==> src/rtl/mpus_pkg.sv <==
package mpus_pkg;

    localparam int unsigned CFG_IDX_W  = 2;
    localparam int unsigned CFG_DATA_W = 8;

    localparam logic [CFG_IDX_W-1:0] CFG_HARD_TRIES = 2'd0;
    localparam logic [CFG_IDX_W-1:0] CFG_SOFT_TRIES = 2'd1;
    localparam logic [CFG_IDX_W-1:0] CFG_BOOT_WAIT  = 2'd2;

    localparam logic [3:0] HARD_TRIES_RST = 4'd3;
    localparam logic [3:0] SOFT_TRIES_RST = 4'd3;
    localparam logic [7:0] BOOT_WAIT_RST  = 8'd10;

    localparam logic [2:0] PHASE_IDLE = 3'd7;
    localparam logic [1:0] WAIT_STEP  = 2'd2;

    localparam logic [1:0] OUT_RUN  = 2'd0;
    localparam logic [1:0] OUT_UP   = 2'd1;
    localparam logic [1:0] OUT_FAIL = 2'd2;

    typedef struct packed {
        logic [3:0] hard_tries;
        logic [3:0] soft_tries;
        logic [7:0] boot_wait;
    } t_cfg;

    typedef struct packed {
        logic       supply_on;
        logic       supply_off;
        logic       switch_pulse;
        logic       send_probe;
        logic [1:0] wait_half_secs;
        logic [1:0] outcome;
        logic [2:0] phase_now;
    } t_result;

endpackage

==> src/rtl/mpus_ifs.sv <==
interface mpus_in_if;
    logic valid;
    logic ready;
    logic start_req;
    logic probe_ok;

    modport source (output valid, output start_req, output probe_ok, input ready);
    modport sink (input valid, input start_req, input probe_ok, output ready);
endinterface

interface mpus_out_if;
    logic       valid;
    logic       ready;
    logic       supply_on;
    logic       supply_off;
    logic       switch_pulse;
    logic       send_probe;
    logic [1:0] wait_half_secs;
    logic [1:0] outcome;
    logic [2:0] phase_now;

    modport source (
        output valid, output supply_on, output supply_off, output switch_pulse,
        output send_probe, output wait_half_secs, output outcome, output phase_now,
        input ready
    );
    modport sink (
        input valid, input supply_on, input supply_off, input switch_pulse,
        input send_probe, input wait_half_secs, input outcome, input phase_now,
        output ready
    );
endinterface

==> src/rtl/mpus_fsm.sv <==
module mpus_fsm (
    input  logic              i_clk,
    input  logic              i_rst_n,
    input  logic              i_fire,
    input  logic              i_start,
    input  logic              i_ok,
    input  mpus_pkg::t_cfg    i_cfg,
    output mpus_pkg::t_result o_res
);

    typedef enum logic [2:0] {
        PH_INIT  = 3'd0,
        PH_POWER = 3'd1,
        PH_PULSE = 3'd2,
        PH_WAIT  = 3'd3,
        PH_CHECK = 3'd4,
        PH_SOFT  = 3'd5,
        PH_HARD  = 3'd6,
        PH_IDLE  = mpus_pkg::PHASE_IDLE
    } t_phase;

    t_phase     r_phase, n_phase;
    logic [3:0] r_hard_left, n_hard_left;
    logic [3:0] r_soft_left, n_soft_left;
    logic [7:0] r_wait_left, n_wait_left;

    always_comb begin
        n_phase     = r_phase;
        n_hard_left = r_hard_left;
        n_soft_left = r_soft_left;
        n_wait_left = r_wait_left;
        o_res       = '0;
        if (i_start || r_phase == PH_INIT) begin
            n_hard_left = i_cfg.hard_tries;
            n_soft_left = i_cfg.soft_tries;
            n_phase     = PH_POWER;
        end else begin
            unique case (r_phase)
                PH_POWER: begin
                    o_res.supply_on      = 1'b1;
                    n_soft_left          = i_cfg.soft_tries;
                    if (r_hard_left != 4'd0) begin
                        n_hard_left = r_hard_left - 4'd1;
                    end
                    o_res.wait_half_secs = mpus_pkg::WAIT_STEP;
                    n_phase              = PH_PULSE;
                end
                PH_PULSE: begin
                    o_res.switch_pulse = 1'b1;
                    if (r_soft_left != 4'd0) begin
                        n_soft_left = r_soft_left - 4'd1;
                    end
                    n_wait_left = i_cfg.boot_wait;
                    n_phase     = PH_WAIT;
                end
                PH_WAIT: begin
                    o_res.wait_half_secs = mpus_pkg::WAIT_STEP;
                    if (r_wait_left != 8'd0) begin
                        n_wait_left = r_wait_left - 8'd1;
                    end else begin
                        o_res.send_probe = 1'b1;
                        n_phase          = PH_CHECK;
                    end
                end
                PH_CHECK: begin
                    if (i_ok) begin
                        o_res.outcome = mpus_pkg::OUT_UP;
                        n_phase       = PH_IDLE;
                    end else begin
                        n_phase = PH_SOFT;
                    end
                end
                PH_SOFT: begin
                    n_phase = (r_soft_left != 4'd0) ? PH_PULSE : PH_HARD;
                end
                PH_HARD: begin
                    if (r_hard_left != 4'd0) begin
                        n_phase = PH_POWER;
                    end else begin
                        o_res.supply_off = 1'b1;
                        o_res.outcome    = mpus_pkg::OUT_FAIL;
                        n_phase          = PH_IDLE;
                    end
                end
                PH_INIT, PH_IDLE: begin
                    n_phase = PH_IDLE;
                end
                default: begin
                    n_phase = PH_IDLE;
                end
            endcase
        end
        o_res.phase_now = n_phase;
    end

    always_ff @(posedge i_clk) begin
        if (!i_rst_n) begin
            r_phase     <= PH_IDLE;
            r_hard_left <= '0;
            r_soft_left <= '0;
            r_wait_left <= '0;
        end else if (i_fire) begin
            r_phase     <= n_phase;
            r_hard_left <= n_hard_left;
            r_soft_left <= n_soft_left;
            r_wait_left <= n_wait_left;
        end
    end

endmodule

==> src/rtl/mpus_out_reg.sv <==
module mpus_out_reg (
    input  logic              i_clk,
    input  logic              i_rst_n,
    input  logic              i_load,
    input  mpus_pkg::t_result i_res,
    input  logic              i_ready,
    output logic              o_valid,
    output logic              o_free,
    output mpus_pkg::t_result o_res
);

    logic              r_valid;
    mpus_pkg::t_result r_res;

    assign o_free  = !r_valid || i_ready;
    assign o_valid = r_valid;
    assign o_res   = r_res;

    always_ff @(posedge i_clk) begin
        if (!i_rst_n) begin
            r_valid <= 1'b0;
        end else if (o_free) begin
            r_valid <= i_load;
        end
    end

    always_ff @(posedge i_clk) begin
        if (i_load) begin
            r_res <= i_res;
        end
    end

endmodule

==> src/rtl/modem_power_up_sequencer.sv <==
// channel    dir  handshake      payload
// i_item     in   valid/ready    start_req, probe_ok
// o_result   out  valid/ready    supply_on .. phase_now
// i_cfg_*    in   write enable   index 0..2, 8-bit data
//
// one item per cycle sustained while o_result is not stalled; a taken item passes
// through the input register, the step logic and the result register
// the phase and retry counters update when an item passes the step logic
// a stall at o_result holds the result register and then the input register
// synchronous active-low reset: phase idle, counters zero, config registers at defaults
module modem_power_up_sequencer (
    input  logic                                   i_clk,
    input  logic                                   i_rst_n,
    mpus_in_if.sink                                i_item,
    mpus_out_if.source                             o_result,
    input  logic                                   i_cfg_we,
    input  logic [mpus_pkg::CFG_IDX_W-1:0]         i_cfg_idx,
    input  logic [mpus_pkg::CFG_DATA_W-1:0]        i_cfg_data
);

    mpus_pkg::t_cfg    r_cfg;
    logic              r_in_valid;
    logic              r_start;
    logic              r_ok;
    logic              w_free;
    logic              w_adv;
    mpus_pkg::t_result w_step_res;
    mpus_pkg::t_result w_out_res;

    assign w_adv        = r_in_valid && w_free;
    assign i_item.ready = !r_in_valid || w_adv;

    always_ff @(posedge i_clk) begin
        if (!i_rst_n) begin
            r_cfg.hard_tries <= mpus_pkg::HARD_TRIES_RST;
            r_cfg.soft_tries <= mpus_pkg::SOFT_TRIES_RST;
            r_cfg.boot_wait  <= mpus_pkg::BOOT_WAIT_RST;
        end else if (i_cfg_we) begin
            unique case (i_cfg_idx)
                mpus_pkg::CFG_HARD_TRIES: r_cfg.hard_tries <= i_cfg_data[3:0];
                mpus_pkg::CFG_SOFT_TRIES: r_cfg.soft_tries <= i_cfg_data[3:0];
                mpus_pkg::CFG_BOOT_WAIT:  r_cfg.boot_wait  <= i_cfg_data;
                default: begin
                end
            endcase
        end
    end

    always_ff @(posedge i_clk) begin
        if (!i_rst_n) begin
            r_in_valid <= 1'b0;
        end else if (i_item.ready) begin
            r_in_valid <= i_item.valid;
        end
    end

    always_ff @(posedge i_clk) begin
        if (i_item.valid && i_item.ready) begin
            r_start <= i_item.start_req;
            r_ok    <= i_item.probe_ok;
        end
    end

    mpus_fsm u_fsm (
        .i_clk   (i_clk),
        .i_rst_n (i_rst_n),
        .i_fire  (w_adv),
        .i_start (r_start),
        .i_ok    (r_ok),
        .i_cfg   (r_cfg),
        .o_res   (w_step_res)
    );

    mpus_out_reg u_out_reg (
        .i_clk   (i_clk),
        .i_rst_n (i_rst_n),
        .i_load  (w_adv),
        .i_res   (w_step_res),
        .i_ready (o_result.ready),
        .o_valid (o_result.valid),
        .o_free  (w_free),
        .o_res   (w_out_res)
    );

    assign o_result.supply_on      = w_out_res.supply_on;
    assign o_result.supply_off     = w_out_res.supply_off;
    assign o_result.switch_pulse   = w_out_res.switch_pulse;
    assign o_result.send_probe     = w_out_res.send_probe;
    assign o_result.wait_half_secs = w_out_res.wait_half_secs;
    assign o_result.outcome        = w_out_res.outcome;
    assign o_result.phase_now      = w_out_res.phase_now;

    // a buffered item is never dropped while the result side is stalled
    a_in_hold: assert property (@(posedge i_clk) disable iff (!i_rst_n)
        r_in_valid && !w_adv |=> r_in_valid)
        else $error("buffered item lost");

    // at most one action per step
    a_one_action: assert property (@(posedge i_clk) disable iff (!i_rst_n)
        o_result.valid |-> $countones({w_out_res.supply_on, w_out_res.supply_off,
            w_out_res.switch_pulse, w_out_res.send_probe}) <= 1)
        else $error("more than one action in a step");

    // a final outcome always returns the sequencer to idle
    a_outcome_idle: assert property (@(posedge i_clk) disable iff (!i_rst_n)
        o_result.valid && w_out_res.outcome != mpus_pkg::OUT_RUN
            |-> w_out_res.phase_now == mpus_pkg::PHASE_IDLE)
        else $error("outcome reported without going idle");

    // supply off only comes with a failure outcome
    a_off_fail: assert property (@(posedge i_clk) disable iff (!i_rst_n)
        o_result.valid && w_out_res.supply_off |-> w_out_res.outcome == mpus_pkg::OUT_FAIL)
        else $error("supply cut without failure");

endmodule

==> src/flat_wrapper.sv <==
// flat-port wrapper written by rule: the top's interface ports become plain ports
module modem_power_up_sequencer_flat 
  (i_clk, i_rst_n, i_cfg_we, i_cfg_idx, i_cfg_data, i_item_valid, i_item_start_req, i_item_probe_ok, i_item_ready, o_result_valid, o_result_supply_on, o_result_supply_off, o_result_switch_pulse, o_result_send_probe, o_result_wait_half_secs, o_result_outcome, o_result_phase_now, o_result_ready);
  mpus_in_if i_item_i ();
  mpus_out_if o_result_i ();
  input  logic i_clk;
  input  logic i_rst_n;
  input  logic i_cfg_we;
  input  logic [mpus_pkg::CFG_IDX_W-1:0] i_cfg_idx;
  input  logic [mpus_pkg::CFG_DATA_W-1:0] i_cfg_data;
  input wire logic [$bits(i_item_i.valid)-1:0] i_item_valid;
  input wire logic [$bits(i_item_i.start_req)-1:0] i_item_start_req;
  input wire logic [$bits(i_item_i.probe_ok)-1:0] i_item_probe_ok;
  output wire logic [$bits(i_item_i.ready)-1:0] i_item_ready;
  output wire logic [$bits(o_result_i.valid)-1:0] o_result_valid;
  output wire logic [$bits(o_result_i.supply_on)-1:0] o_result_supply_on;
  output wire logic [$bits(o_result_i.supply_off)-1:0] o_result_supply_off;
  output wire logic [$bits(o_result_i.switch_pulse)-1:0] o_result_switch_pulse;
  output wire logic [$bits(o_result_i.send_probe)-1:0] o_result_send_probe;
  output wire logic [$bits(o_result_i.wait_half_secs)-1:0] o_result_wait_half_secs;
  output wire logic [$bits(o_result_i.outcome)-1:0] o_result_outcome;
  output wire logic [$bits(o_result_i.phase_now)-1:0] o_result_phase_now;
  input wire logic [$bits(o_result_i.ready)-1:0] o_result_ready;
  assign i_item_i.valid = i_item_valid;
  assign i_item_i.start_req = i_item_start_req;
  assign i_item_i.probe_ok = i_item_probe_ok;
  assign i_item_ready = i_item_i.ready;
  assign o_result_valid = o_result_i.valid;
  assign o_result_supply_on = o_result_i.supply_on;
  assign o_result_supply_off = o_result_i.supply_off;
  assign o_result_switch_pulse = o_result_i.switch_pulse;
  assign o_result_send_probe = o_result_i.send_probe;
  assign o_result_wait_half_secs = o_result_i.wait_half_secs;
  assign o_result_outcome = o_result_i.outcome;
  assign o_result_phase_now = o_result_i.phase_now;
  assign o_result_i.ready = o_result_ready;
  modem_power_up_sequencer u_core (.i_clk(i_clk), .i_rst_n(i_rst_n), .i_item(i_item_i), .o_result(o_result_i), .i_cfg_we(i_cfg_we), .i_cfg_idx(i_cfg_idx), .i_cfg_data(i_cfg_data));
endmodule
==> config.mk <==
export PLATFORM = sky130hd
export DESIGN_NAME = modem_power_up_sequencer_flat
export DESIGN_NICKNAME = d
export VERILOG_FILES = /design/src/rtl/mpus_pkg.sv /design/src/rtl/mpus_ifs.sv /design/src/rtl/mpus_fsm.sv /design/src/rtl/mpus_out_reg.sv /design/src/rtl/modem_power_up_sequencer.sv /design/src/flat_wrapper.sv
export SDC_FILE = /design/constraint.sdc
export NUM_CORES = 1
export LEC_CHECK = 0
export BUFFER_PORTS_ARGS = -buffer_cell sky130_fd_sc_hd__buf_2
export CAP_MARGIN = 15
export CORE_AREA = 3 3 90 92
export DETAILED_ROUTE_END_ITERATION = 6
export DIE_AREA = 0 0 93 95
export GPL_TIMING_DRIVEN = 0
export SLEW_MARGIN = 10
export SYNTH_ARGS = -nofsm -noshare
export SYNTH_HDL_FRONTEND = slang
export SYNTH_SLANG_ARGS = --single-unit
==> constraint.sdc <==
create_clock -name i_clk -period 1.7 [get_ports i_clk]
set_input_delay 0.34 -clock i_clk [delete_from_list [all_inputs] [get_ports i_clk]]
set_output_delay 0.34 -clock i_clk [all_outputs]
set_load 0.05 [all_outputs]
==> key figures, run 1 <==
Drt
  – Routed wire length: between 6000 and 7000 um
  – Vias per cell: approximately 5.5
  – DRC viols: 0
  – Met1 wire length: about 3000 um
  – Via Count: 2307
  – DRT Pass-1 Iters: 4
  – Routed len/inst: ~16 um
  – Met3 wire len: approximately 450 um
  – Uppermost layer routed: met4
  – ANT nets after route: 0
  – 1st-iter DRT viols: ~160
  – Met2 Wirelength: between 2000 and 3000 um

Synth
  – Dominant synthesized flop cell: dfxtp_1
  – Yosys warns: 0
  – Top-area cell type share of the netlist area: roughly 29%
  – Synthesized instance count: 270
  – Flops & latches, synth: 49
  – Post-synth top area cell: dfxtp_1
  – Async SR Flop Fraction: 0%
  – Mapped Avg Cell Area: ~9.4 um^2
  – Post-synth EDFFs: 12
  – Top post-synthesis cells by area: dfxtp_1 (29%), edfxtp_1 (14%), mux2i_1 (7.1%), nor2_1 (3.1%), a21oi_1 (3.0%)
  – Post-Syn Nets: 292
  – Unique masters post-synth: 55
  – Seq/Total Area, Yosys: a little over two fifths
  – Syn Std Cell Area: about 2500 um^2

Placement
  – Placed insts: about 400
  – DP HPWL: about 4600 um
  – IO Port Bufs: 27
  – Routability Congestion: around 0.91

GRT
  – Largest net degree at the start of global routing: 16
  – Initial antenna violation count: 0
  – Vias in the first global route: between 2000 and 2500
  – All-Layer GR Usage: between 10 and 15%
  – Global route overflow: 0
  – First-pass GRT wire length: 10200 um

Critical path
  – Critical path arrival: about 2.0 ns
  – Worst path cell trace: inv_1 -> ha_1 -> and3b_4 -> and3_4 -> or4_4 -> a31oi_1
  – Endpoint class of the critical path: register
  – Critical path class: register to register
  – CP startpoint kind: register
  – Crit-path slowest cell: or4_4
  – CP bufs+invs: 1
  – CP top delay family: simple AND/OR/NAND/NOR gates
  – CP max FO: 4
  – Slowest stage delay, CP: around 0.5 ns
  – CP required: roughly 1.9 ns

Power
  – NetSw: slightly above 700 uW
  – Share of power burned in registers: 52.9%
  – Sw Share: between 20% and 30%
  – Int Pwr: approximately 1700 uW
  – Tot Pwr: 2420 uW
  – Comb power frac: 18.7%
  – VDD IR max: just under 0.3 mV
  – Pwr dens: 768 nW/um^2
  – Pleak: 0.00122 uW
  – Clk pwr share: between 20% and 30%

STA
  – Final worst path period share: 101%
  – Normalized max-slew margin: a little under three fifths
  – Skew final: 0.0142 ns
  – Unrepaired setup endpoints after global routing: yes
  – Final Hold Violating Endpoints: 0
  – Final setup vio count: 1
  – Actual slew at the worst max-slew pin: between 0.6 and 0.7 ns
  – Max Clock Freq: slightly below 600 MHz
  – Setup ws final: -0.0127 ns
  – Fin crit period: 1.71 ns
  – Slew Viols, Final: 0

Finish
  – Fillcell total: around 800
  – Layout cells sized above 1: 27.0%
  – Diodes inserted: 0
  – Final cell count without fillers: between 400 and 500
  – Nets: 340
  – Layout area overhead: 23.6%

Floorplan
  – Rows: 31
  – Full die area: between 8000 and 9000 um^2
  – Total core area: ~7300 um^2
  – Die X: a little over 90 um
  – IO Pins: 30
  – Die height: roughly 95 um
  – Starting density of the core: approximately a third

Flow run
  – Max-cap violation count: 0

Clocking
  – Clock Sinks: 49
  – Htree depth: 2
  – Clk root buf: clkbuf_8
  – Worst skew pair latency: about 0.31 ns
  – TritonCTS buffer count: 5
  – Worst-path clk slew: 0.10 ns
  – Clk buf depth: 2
  – CTS tree: built

Run status
  – Outcome: complete, but fails checks
  – Failing checks: setup timing

Min path
  – Worst min path class: input port to register
[Yosys cell counts (all sizes together) (6+ instances only)]
cell type  instances
edfxtp            12
nor2              21
clkbuf            10
nor3               7
a21oi             15
inv               12
nor2b              6
dfxtp             37
o311ai             7
o21ai             12
mux2i             18
buf                9
nand4              6
nand2             15
[final cells by class]
cell class              instances  area [um^2]  area share (%)
plain buffers                  19          109            3.46
clock buffers                   6         72.6            2.31
clock inverters                 2         10.0           0.318
inverters                      12         48.8            1.55
multi-input cells             190         1420            45.0
flip-flops and latches         49         1110            35.3
well taps                      99          124            3.94
repair buffers                 41          253            8.04
[stage by stage]
stage	worst slack [ns]	util, %	TNS [ns]	hold WS (ns)	instance area, um^2
2_1_floorplan	0.00498	-	0	0.436	2540
3_3_place_gp	-0.198	38.5	-3.07	0.460	2800
3_5_place_dp	-0.196	38.5	-3.01	0.476	2800
4_1_cts	0.00248	40.5	0	0.199	2950
5_1_grt	-0.0613	43.1	-0.204	0.195	3140
6_report	-0.0127	43.1	-0.0127	0.208	3140
[repair_timing]
action | CTS | global route
resized for setup | 10 | 33
buffers inserted | 5 | 9
hold buffers | 0 | 0
endpoints found under the setup margin | 9 | 19
pin swaps | 1 | 8
cloned | 0 | 0
endpoints found under the hold margin | 0 | 0
[path summary, 6_finish.rpt]
| check | slack [ns] | from | to | depth (start not counted) |
|---|---|---|---|---|
| hold reg to reg | 0.49 | u_core.u_fsm.r_wait_left[4] | u_core.u_fsm.r_wait_left[4] | 2 |
| setup reg to reg | -0.01 | u_core.u_fsm.r_wait_left[0] | u_core.u_fsm.r_wait_left[0] | 6 |
| setup / recovery | -0.01 | u_core.u_fsm.r_wait_left[0] | u_core.u_fsm.r_wait_left[0] | 6 |
| hold / removal | 0.21 | i_item_start_req | u_core.r_start | 1 |
[state kept, by name, indices dropped and copies added (netlist names)]
name / flops
u_core.r_cfg: 16
u_core.r_in_valid: 1
u_core.r_ok: 1
u_core.r_start: 1
u_core.u_fsm.r_hard_left: 4
u_core.u_fsm.r_phase: 3
u_core.u_fsm.r_soft_left: 4
u_core.u_fsm.r_wait_left: 8
u_core.u_out_reg.o_res: 10
u_core.u_out_reg.o_valid: 1
[power groups by stage]
stage	Sequential [uW]	Combinational (uW)	Clock [uW]
6_report	1280	451	687
3_3_place_gp	1300	392	0
4_1_cts	1270	415	706
5_1_grt	1280	495	742
2_1_floorplan	1330	257	0
3_5_place_dp	1300	396	0
[placed cells by master (no fill, tap or decap), types with 6 or more instances in the layout]
cell | synthesis | final
o21ai_0 | 12 | 10
dfxtp_1 | 37 | 31
nor3_1 | 7 | 6
a21oi_1 | 15 | 14
buf_4 | 2 | 16
clkbuf_1 | 10 | 9
edfxtp_1 | 12 | 12
nor2_1 | 21 | 21
nand2_1 | 15 | 15
buf_2 | 5 | 29
mux2i_1 | 18 | 18
nand4_1 | 6 | 6
inv_1 | 12 | 11
nor2b_1 | 6 | 6
[metal layers]
layer  vias to the layer above  global-route usage, %
li1                       1116                      -
met1                      1093                   20.2
met2                        86                   22.6
met3                        12                   3.19
met4                         0                   6.23
met5                         -                      0
[logic make-up (layout without fill, tap and decap cells)]
| family | count (synthesis) | count (layout) | share of synthesized area (%) |
|---|---|---|---|
| compound gates | 69 | 69 | 18.3 |
| fa+ha+maj | 5 | 5 | 2.46 |
| buf+inv | 31 | 80 | 5.41 |
| flops | 49 | 49 | 43.3 |
| mux | 18 | 18 | 7.08 |
| other cells | 1 | 1 | 0.147 |
| simple gates | 97 | 97 | 23.3 |
(Power assumes the default switching activity.)
==> run 2: changes to the inputs <==
--- a/config.mk
+++ b/config.mk
@@ -11,7 +11,9 @@
 export DETAILED_ROUTE_END_ITERATION = 6
 export DIE_AREA = 0 0 93 95
 export GPL_TIMING_DRIVEN = 0
+export RECOVER_POWER = 100
 export SLEW_MARGIN = 10
 export SYNTH_ARGS = -nofsm -noshare
 export SYNTH_HDL_FRONTEND = slang
 export SYNTH_SLANG_ARGS = --single-unit
+export TNS_END_PERCENT = 10
==> run 2 against run 1 <==
The run still ends with setup timing left. Total power fell by 1.2%. Highest routed layer unchanged. Clock power barely moved. Via count down 1.0%. Sequential cell count stayed put. Clock skew is 0.0022 ns lower. Cell count fell by 1.4%. Register-to-register slack got worse by 0.02 ns. Critical path type unchanged. Routed wire length is 3.9% lower. Worst hold slack lost 0.0016 ns.
==> key figures, run 2 (synthesized netlist as in run 1, its figures left out) <==
Run status
  – Outcome: complete, but fails checks
  – Failing checks: setup timing

Finish
  – Layout area overhead: 17.7%
  – Commonest non-fill, non-tap cells in the layout: dfxtp_1 (34), buf_2 (33), nor2_1 (21), mux2i_1 (18), nand2_1 (15)
  – Fin util: just over 40%
  – Nets: roughly 330
  – Flip-flop count of the largest register after layout: 16
  – Largest register by flop count: u_core.r_cfg
  – Layout cells sized above 1: between 20% and 30%
  – Diodes inserted: 0
  – Commonest non-fill, non-tap cell in the layout: dfxtp_1
  – Finished Cell Area: ~3000 um^2

Power
  – Clk pwr share: 28.7%
  – Sw Share: between 20% and 30%
  – Share of power burned in registers: 53.4%
  – Int Pwr: 1690 uW
  – VDD IR max: a little under 0.3 mV
  – NetSw: 693 uW
  – Pleak: ~0.0012 uW
  – Pwr dens: ~800 nW/um^2
  – Comb power frac: 17.9%

Min path
  – WHS Endpoint: u_core.r_start
  – Hold path start: i_item_start_req
  – Hold Crit Depth: 1
  – Worst min path class: input port to register

Clocking
  – TritonCTS buffer count: 5
  – CTS tree: built
  – Clock Sinks: 49
  – Worst skew pair latency: about 0.31 ns
  – Clk buf depth: 2
  – Htree depth: 2
  – Worst-path clk slew: approximately 0.09 ns
  – Clk root buf: clkbuf_8
  – Hold-fix buffer count after cts: 0

Drt
  – DRC viols: 0
  – Vias per cell: 5.54
  – Routed wire length: about 6300 um
  – ANT nets after route: 0
  – Routed len/inst: ~15 um
  – 1st-iter DRT viols: about 150
  – Via Count: roughly 2300
  – DRT Pass-1 Iters: 5

Flow run
  – Max-cap violation count: 0

STA
  – Final setup vio count: 3
  – Slew Viols, Final: 0
  – Max Clock Freq: 576 MHz
  – Fin crit period: about 1.7 ns
  – Actual slew at the worst max-slew pin: 0.565 ns
  – Final Hold Violating Endpoints: 0
  – Skew final: approximately 0.012 ns
  – Worst hold slack: around 0.21 ns
  – Final worst path period share: 102%
  – Setup TNS: -0.0815 ns
  – Unrepaired setup endpoints after global routing: yes
  – Setup ws final: -0.0348 ns
  – Normalized max-slew margin: between 60% and 70%

Critical path
  – R2r worst-path depth: 5
  – Critical path class: register to register
  – Crit-path slowest cell: dfxtp_1
  – Critical path arrival: between 1.5 and 2 ns
  – CP max FO: 10
  – Flop2flop setup slack: -0.03 ns
  – Reg-to-Reg End: u_core.u_fsm.r_wait_left[4]
  – Slowest stage delay, CP: 0.41 ns
  – Reg2reg start: u_core.u_fsm.r_phase[1]
  – CP startpoint kind: register
  – Endpoint class of the critical path: register
  – Worst path cell trace: buf_2 -> nor2b_1 -> nand4_1 -> a211o_1 -> a21oi_1
  – CP required: roughly 1.9 ns

GRT
  – Vias in the first global route: 2042
  – Largest net degree at the start of global routing: 16
  – All-Layer GR Usage: between 10% and 20%
  – Global route overflow: 0
  – First-pass GRT wire length: 10100 um
  – Initial antenna violation count: 0

Floorplan
  – Full die area: about 8800 um^2
  – Total core area: ~7300 um^2
  – Rows: 31
  – Starting density of the core: between 30% and 40%
  – Die X: between 90 and 100 um
  – IO Pins: 30
  – Die height: roughly 95 um

Placement
  – Routability Congestion: between 0.9 and 1
  – IO Port Bufs: 27
  – DP Area: between 2000 and 3000 um^2
  – DP HPWL: roughly 4600 um
==> run 2: cell types whose count changed in the layout (fill, tap and decap cells not counted), sizes merged <==
cell / before / now
clkbuf: 17 / 16
buf: 49 / 44
==> run 2: per-stage QoR <==
stage          power (uW)  cells  worst slack, ns
2_1_floorplan        1590    270          0.00498
3_3_place_gp         1690    396           -0.198
3_5_place_dp         1700    396           -0.196
4_1_cts              2390    407          -0.0241
5_1_grt              2490    412           -0.117
6_report             2390    412          -0.0348
==> run 2: layout make-up <==
| type | count | area, um^2 |
|---|---|---|
| Clock inverter | 2 | 10.0 |
| Clock buffer | 6 | 72.6 |
| Buffer | 19 | 95.1 |
| Timing Repair Buffer | 35 | 191 |
| Fill cell | 792 | 4300 |
| Sequential cell | 49 | 1110 |
| Multi-Input combinational cell | 190 | 1340 |
| Tap cell | 99 | 124 |
| Inverter | 12 | 48.8 |
==> run 2: worst max path at each step <==
| stage | from | to | slack (ns) | depth (start not counted) |
|---|---|---|---|---|
| floorplan | u_core.u_fsm.r_wait_left[0] | u_core.u_fsm.r_wait_left[0] | 0.005 | 6 |
| global placement | o_result_ready | u_core.u_fsm.r_soft_left[0] | -0.20 | 6 |
| detailed placement | o_result_ready | u_core.u_fsm.r_soft_left[0] | -0.20 | 6 |
| CTS | u_core.u_fsm.r_wait_left[0] | u_core.u_fsm.r_wait_left[0] | -0.02 | 6 |
| global route | u_core.r_start | u_core.u_fsm.r_wait_left[2] | -0.12 | 5 |
| finish | u_core.u_fsm.r_phase[1] | u_core.u_fsm.r_wait_left[4] | -0.03 | 5 |
==> run 2: per-layer routing <==
metal  track usage (%)  up-vias  wire length [um]
li1                  -     1108                 -
met1              20.1     1070              3000
met2              22.3       94              2780
met3              3.19       12               426
met4              6.23        0               127
met5                 0        -                 0
==> run 2: timing repair <==
| item | in CTS | in global routing |
|---|---|---|
| setup buffers | 3 | 5 |
| resized for setup | 10 | 12 |
| cloned | 0 | 0 |
| setup endpoints to repair | 9 | 19 |
| pin swaps | 1 | 3 |
==> run 2: power groups by stage <==
stage / logic (uW) / clock network, uW / registers [uW]
after floorplan: 257 / 0 / 1330
after global placement: 392 / 0 / 1300
after detailed placement: 396 / 0 / 1300
after CTS: 413 / 706 / 1270
after global routing: 470 / 742 / 1280
final: 427 / 684 / 1270
==> run 2: worst max-delay path, delay by kind of cell, from the launching register on <==
kind / cells / cell delay, ns
AOI/OAI and AO/OA: 2 / 0.44
and+or+nand+nor: 2 / 0.55
buffers and inverters: 1 / 0.25
DFF: 1 / 0.41
